## config.mk

```make
export PLATFORM = sky130hd
export DESIGN_NAME = noat_ctrl
export DESIGN_NICKNAME = d
export VERILOG_FILES = /design/src/design/noat_pkg.sv /design/src/design/noat_ctrl.sv
export SDC_FILE = /design/constraint.sdc
export NUM_CORES = 1
export LEC_CHECK = 0
export BUFFER_PORTS_ARGS = -buffer_cell sky130_fd_sc_hd__buf_2
export CAP_MARGIN = 10
export CORE_ASPECT_RATIO = 0.6
export CORE_MARGIN = 2
export CORE_UTILIZATION = 45
export DETAILED_ROUTE_END_ITERATION = 7
export GPL_TIMING_DRIVEN = 0
export PLACE_DENSITY = 0.71
export RECOVER_POWER = 25
export SYNTH_ARGS = -nofsm -noshare
export SYNTH_HDL_FRONTEND = slang
export SYNTH_SLANG_ARGS = --single-unit
```

## constraint.sdc

```tcl
create_clock -name i_clk -period 2.2 [get_ports i_clk]
set_input_delay 0.44 -clock i_clk [delete_from_list [all_inputs] [get_ports i_clk]]
set_output_delay 0.44 -clock i_clk [all_outputs]
set_load 0.01 [all_outputs]
```

## src/design/noat_pkg.sv

```systemverilog
// ----------------------------------------------------------------------------
// noat_pkg
// types, constants and command/status bundles of the association table
// ----------------------------------------------------------------------------
package noat_pkg;

    // default sizing
    localparam int CAPACITY_DEF  = 64;
    localparam int FRAC_BITS_DEF = 8;

    // field widths
    localparam int COORD_W = 32;
    localparam int LABEL_W = 8;
    localparam int SIGHT_W = 16;
    localparam int ID_W    = 10;
    localparam int DELTA_W = 16;
    localparam int APB_DW  = 32;
    localparam int APB_AW  = 3;

    // constants
    localparam logic [SIGHT_W-1:0]        SIGHT_MAX   = 16'hFFFF;
    localparam logic [DELTA_W-1:0]        DELTA_RESET = 16'd1;
    localparam logic signed [COORD_W-1:0] COORD_MAX   = 32'sh7FFF_FFFF;
    localparam logic signed [COORD_W-1:0] COORD_MIN   = 32'sh8000_0000;

    // register index, taken from the word address bit
    localparam logic REG_IDENTITY_DELTA = 1'b0;

    // one table entry
    typedef struct packed {
        logic signed [COORD_W-1:0] x;
        logic signed [COORD_W-1:0] y;
        logic [LABEL_W-1:0]        label;
        logic [SIGHT_W-1:0]        sightings;
    } t_entry;

    // which result word the datapath forms
    typedef enum logic [1:0] {
        RES_MATCH,
        RES_APPEND,
        RES_FULL,
        RES_ZERO
    } t_res_sel;

    // controller states
    typedef enum logic [2:0] {
        ST_IDLE,
        ST_SCAN,
        ST_DRAIN,
        ST_MERGE,
        ST_APPEND,
        ST_FULL,
        ST_SHIFT_DONE
    } t_state;

    // controller to datapath
    typedef struct packed {
        logic     start;
        logic     rd_en;
        logic     wr_merge;
        logic     wr_append;
        logic     load_out;
        t_res_sel res_sel;
    } t_cmd;

    // datapath to controller
    typedef struct packed {
        logic pipe_busy;
        logic found;
        logic is_shift;
        logic out_free;
    } t_status;

endpackage

```

## src/design/noat_ctrl.sv

```systemverilog
// ----------------------------------------------------------------------------
// noat_ctrl
// sequencer: accepts an item, sweeps the entries, then picks the write-back
// ----------------------------------------------------------------------------
module noat_ctrl #(
    parameter int  CAPACITY = noat_pkg::CAPACITY_DEF,
    localparam int IDX_W    = $clog2(CAPACITY),
    localparam int CNT_W    = $clog2(CAPACITY + 1)
) (
    input  logic              i_clk,
    input  logic              i_rst_n,
    input  logic              i_in_valid,
    output logic              o_in_stall,
    input  noat_pkg::t_status i_status,
    output noat_pkg::t_cmd    o_cmd,
    output logic [IDX_W-1:0]  o_addr
);

    noat_pkg::t_state r_state, n_state;
    logic [IDX_W-1:0] r_idx, n_idx;
    logic [CNT_W-1:0] r_count, n_count;

    // state, sweep index and fill count
    always_ff @(posedge i_clk) begin
        if (!i_rst_n) begin
            r_state <= noat_pkg::ST_IDLE;
            r_idx   <= '0;
            r_count <= '0;
        end else begin
            r_state <= n_state;
            r_idx   <= n_idx;
            r_count <= n_count;
        end
    end

    // next state and commands
    always_comb begin
        n_state       = r_state;
        n_idx         = r_idx;
        n_count       = r_count;
        o_cmd         = '0;
        o_cmd.res_sel = noat_pkg::RES_ZERO;
        o_addr        = r_idx;
        o_in_stall    = 1'b1;
        unique case (r_state)
            noat_pkg::ST_IDLE: begin
                // no word taken while reset is held
                o_in_stall = !i_rst_n;
                if (i_in_valid && i_rst_n) begin
                    o_cmd.start = 1'b1;
                    n_idx       = '0;
                    n_state     = (r_count == '0) ? noat_pkg::ST_DRAIN : noat_pkg::ST_SCAN;
                end
            end
            noat_pkg::ST_SCAN: begin
                // one entry read per cycle
                o_cmd.rd_en = 1'b1;
                n_idx       = r_idx + 1'b1;
                if (CNT_W'(r_idx) + CNT_W'(1) == r_count) begin
                    n_state = noat_pkg::ST_DRAIN;
                end
            end
            noat_pkg::ST_DRAIN: begin
                // wait for the compare pipeline to empty
                if (!i_status.pipe_busy) begin
                    priority if (i_status.is_shift) begin
                        n_state = noat_pkg::ST_SHIFT_DONE;
                    end else if (i_status.found) begin
                        n_state = noat_pkg::ST_MERGE;
                    end else if (r_count == CNT_W'(CAPACITY)) begin
                        n_state = noat_pkg::ST_FULL;
                    end else begin
                        n_state = noat_pkg::ST_APPEND;
                    end
                end
            end
            noat_pkg::ST_MERGE: begin
                o_cmd.res_sel = noat_pkg::RES_MATCH;
                if (i_status.out_free) begin
                    o_cmd.load_out = 1'b1;
                    o_cmd.wr_merge = 1'b1;
                    n_state        = noat_pkg::ST_IDLE;
                end
            end
            noat_pkg::ST_APPEND: begin
                o_cmd.res_sel = noat_pkg::RES_APPEND;
                o_addr        = r_count[IDX_W-1:0];
                if (i_status.out_free) begin
                    o_cmd.load_out  = 1'b1;
                    o_cmd.wr_append = 1'b1;
                    n_count         = r_count + 1'b1;
                    n_state         = noat_pkg::ST_IDLE;
                end
            end
            noat_pkg::ST_FULL: begin
                o_cmd.res_sel = noat_pkg::RES_FULL;
                if (i_status.out_free) begin
                    o_cmd.load_out = 1'b1;
                    n_state        = noat_pkg::ST_IDLE;
                end
            end
            noat_pkg::ST_SHIFT_DONE: begin
                o_cmd.res_sel = noat_pkg::RES_ZERO;
                if (i_status.out_free) begin
                    o_cmd.load_out = 1'b1;
                    n_state        = noat_pkg::ST_IDLE;
                end
            end
            default: begin
                n_state = noat_pkg::ST_IDLE;
            end
        endcase
    end

endmodule

```

==> results.md <==
- Seq cells post-synth: 16
- Fin crit period: 2.10 ns
- Chip Height: 44.7 um
- PwrDens: 525 nW/um^2
- Post-synthesis compound-gate area fraction: 0.168
- Worst IR drop on VDD: 0.300 mV
- Cell Chain, Critical Path: buf_6 -> nor3b_4 -> buf_12 -> mux2_2 -> buf_2
- Post-synth EDFFs: 0
- GRT overflow: 0
- H-tree depth: 1
- Post-synthesis adder-cell area fraction: 0.0302
- Main synth FF type: dfxtp_1
- First-pass GRT wire length: 5.10 mm
- FILL cells: 244
- CTS tree: done
- Final setup TNS: 0 ns
- Part of the power in registers: 0.428
- # Max-Cap Violations: 0
- Initial antenna violation count: 0
- Hpwl dp: 2.40 mm
- Synth-to-layout area growth: 18.6%
- ANT cells: 0
- Sw Share: 0.307
- Vias per cell: 5.58
- Post-synthesis mux area share: 0.0352
- All-Layer GR Usage: 0.213
- WL/cell: 14.3 um
- Largest net degree at the start of global routing: 18
- RSZ-0062 raised after global routing: false
- Core ar.: 2560 um^2
- Ports: 21
- CP peak stage delay: 0.38 ns
- Largest fanout on the critical path: 10
- Crit path kind: flop to output pin
- CP top delay family: buffers and inverters
- Vias in the first global route: 1036
- Clock buffer count from CTS: 3
- Clock latency on the worst-skew pair: 0.26 ns
- Clock transition at path regs: 0.07 ns
- Total Power: 0.775 mW
- Die area: 3210 um^2
- XOR/XNOR share of the synthesized area: 0.0986
- Starting density of the core: 0.486
- Async SR Flop Fraction: 0
- Via count: 1206
- Ys Warns: 0
- Relative slew margins: 0.677
- Clock Tree Root: clkbuf_8
- DR pass1 iterations: 4
- Actual slew at the worst max-slew pin: 0.481 ns
- Final ANT Viol Nets: 0
- Final WL: 3.09 mm
- Yosys cell types: 49
- Final Hold Vio Count: 0
- CP bufs+invs: 3
- Gate Count Post-Synth: 159
- Final worst path period share: 0.954
- Drt drc: 0
- Final GP Congestion: 0.855
- Startpoint Class: flop
- CP endpoint kind: output pin
- P_leak: 0.618 nW
- Worst EP arrival: 1.66 ns
- Die width: 71.9 um
- Synth Area in Simple Gates: 0.335
- Sequential fraction of the synthesis area: 0.258
- Slew Limit Fails: 0
- CP max-delay cell: dfxtp_1
- Max clock buf depth: 2
- Switch Pwr: 0.238 mW
- Clock power frac: 0.350
- Type of the most critical hold path: input port to flop
- Internal: 0.537 mW
- Syn Area/Cell: 7.82 um^2
- Fin Clk Skew: 0.00464 ns
- Run status: complete, no violations
- Fin util: 0.577
- Iter 0 DRT Violations: 135
- Layout cells sized above 1: 0.250
- Rows: 14
- CTS Sinks: 16
- Main combinational cell family by area after synthesis: simple AND/OR/NAND/NOR gates
- Combinational power share: 0.222
- Syn nets: 169
- F_max: 0.477 GHz
- Number of hold buffers added after CTS: 0
- IO Port Bufs: 20
- Synthesized area: 1240 um^2
- Nets: 195
- Endpoints failing setup: 0
- Worst endpoint required time: 1.76 ns
-- per-stage QoR --
step,setup WS [ns],hold WS [ns],area [um^2],std cells
2_1_floorplan,0.385,0.462,1240,159
3_3_place_gp,-0.0273,0.476,1380,211
3_5_place_dp,-0.0875,0.496,1380,211
4_1_cts,0.0175,0.474,1470,216
5_1_grt,0.00419,0.512,1480,216
6_report,0.102,0.476,1480,216
-- sequential cells by signal, indices dropped and copies added, names as in the netlist --
| signal | flops |
|---|---|
| r_idx | 6 |
| r_count | 7 |
| r_state | 3 |
-- final timing paths --
path                    from          to  slack [ns]  depth (start not counted)
setup / recovery  r_state[2]   o_addr[0]        0.10                          5
hold / removal       i_rst_n    r_idx[4]        0.48                          3
setup reg to reg    r_idx[0]  r_state[1]        0.15                          6
hold reg to reg     r_idx[5]    r_idx[5]        0.51                          2
-- repair_timing --
item	4_1_cts	5_1_grt
setup buffers	2	0
resized for setup	1	4
setup endpoints to repair	7	4
pin swaps	1	0
hold endpoints to repair	0	0
-- power by group through the flow --
| stage | sequential, mW | clock [mW] | combinational (mW) |
|---|---|---|---|
| 2_1_floorplan | 0.315 | 0 | 0.132 |
| 3_3_place_gp | 0.320 | 0 | 0.170 |
| 3_5_place_dp | 0.322 | 0 | 0.177 |
| 4_1_cts | 0.329 | 0.273 | 0.170 |
| 5_1_grt | 0.335 | 0.290 | 0.189 |
| 6_report | 0.332 | 0.271 | 0.172 |
-- layout by cell type, fill, tap and decap left out, drive strengths merged, types with 4 or more instances in the layout --
master | Yosys | layout
a21oi | 12 | 12
buf | 8 | 29
clkbuf | 2 | 6
dfxtp | 16 | 16
inv | 8 | 8
nand2 | 15 | 15
nand3 | 4 | 4
nand4 | 6 | 6
nor2 | 21 | 21
o21ai | 9 | 9
xnor2 | 6 | 6
xor2 | 8 | 8
-- cells by family after synthesis --
logic type,Yosys count
buffers and inverters,18
DFF,16
xor gates and xnor gates,14
adders and majority gates,3
and+or+nand+nor,72
muxes,4
AOI/OAI and AO/OA,32
-- final cells by class --
type	count	area, um^2	area share
clock buffers	4	55.1	0.0373
plain buffers	9	65.1	0.0441
repair buffers	22	128	0.0865
multi-input cells	125	836	0.567
well taps	32	40.0	0.0271
inverters	8	30.0	0.0204
flip-flops and latches	16	322	0.218
-- cell usage after synthesis (3+ instances only) --
cell     number  area (um^2)
xor2_1        8         70.1
dfxtp_1      16          320
mux2_2        3         33.8
nand2_1      15         56.3
nand4_1       6         37.5
ha_1          3         37.5
inv_1         7         26.3
or3_1         3         18.8
o21ai_0       9         45.0
a21oi_1      12         60.1
buf_2         3         15.0
nand3_1       3         15.0
nor2b_1       3         18.8
nor2_1       21         78.8
xnor2_1       6         52.6
-- per-layer routing --
metal  up-vias  part of all wire  track usage
met1       565              0.48        0.310
met5         -                 0            0
met3         5             0.072       0.0558
met4         0             0.012       0.0755
li1        605                 -            -
met2        31              0.43        0.304
-- tightest hold or removal path: cells and delay by family --
| kind | cells | cell delay, ns |
|---|---|---|
| compound gates | 1 | 0.04 |
| buf+inv | 1 | 0.14 |
| simple gates | 1 | 0.07 |
Note: power is estimated with default switching activity, not from simulation.
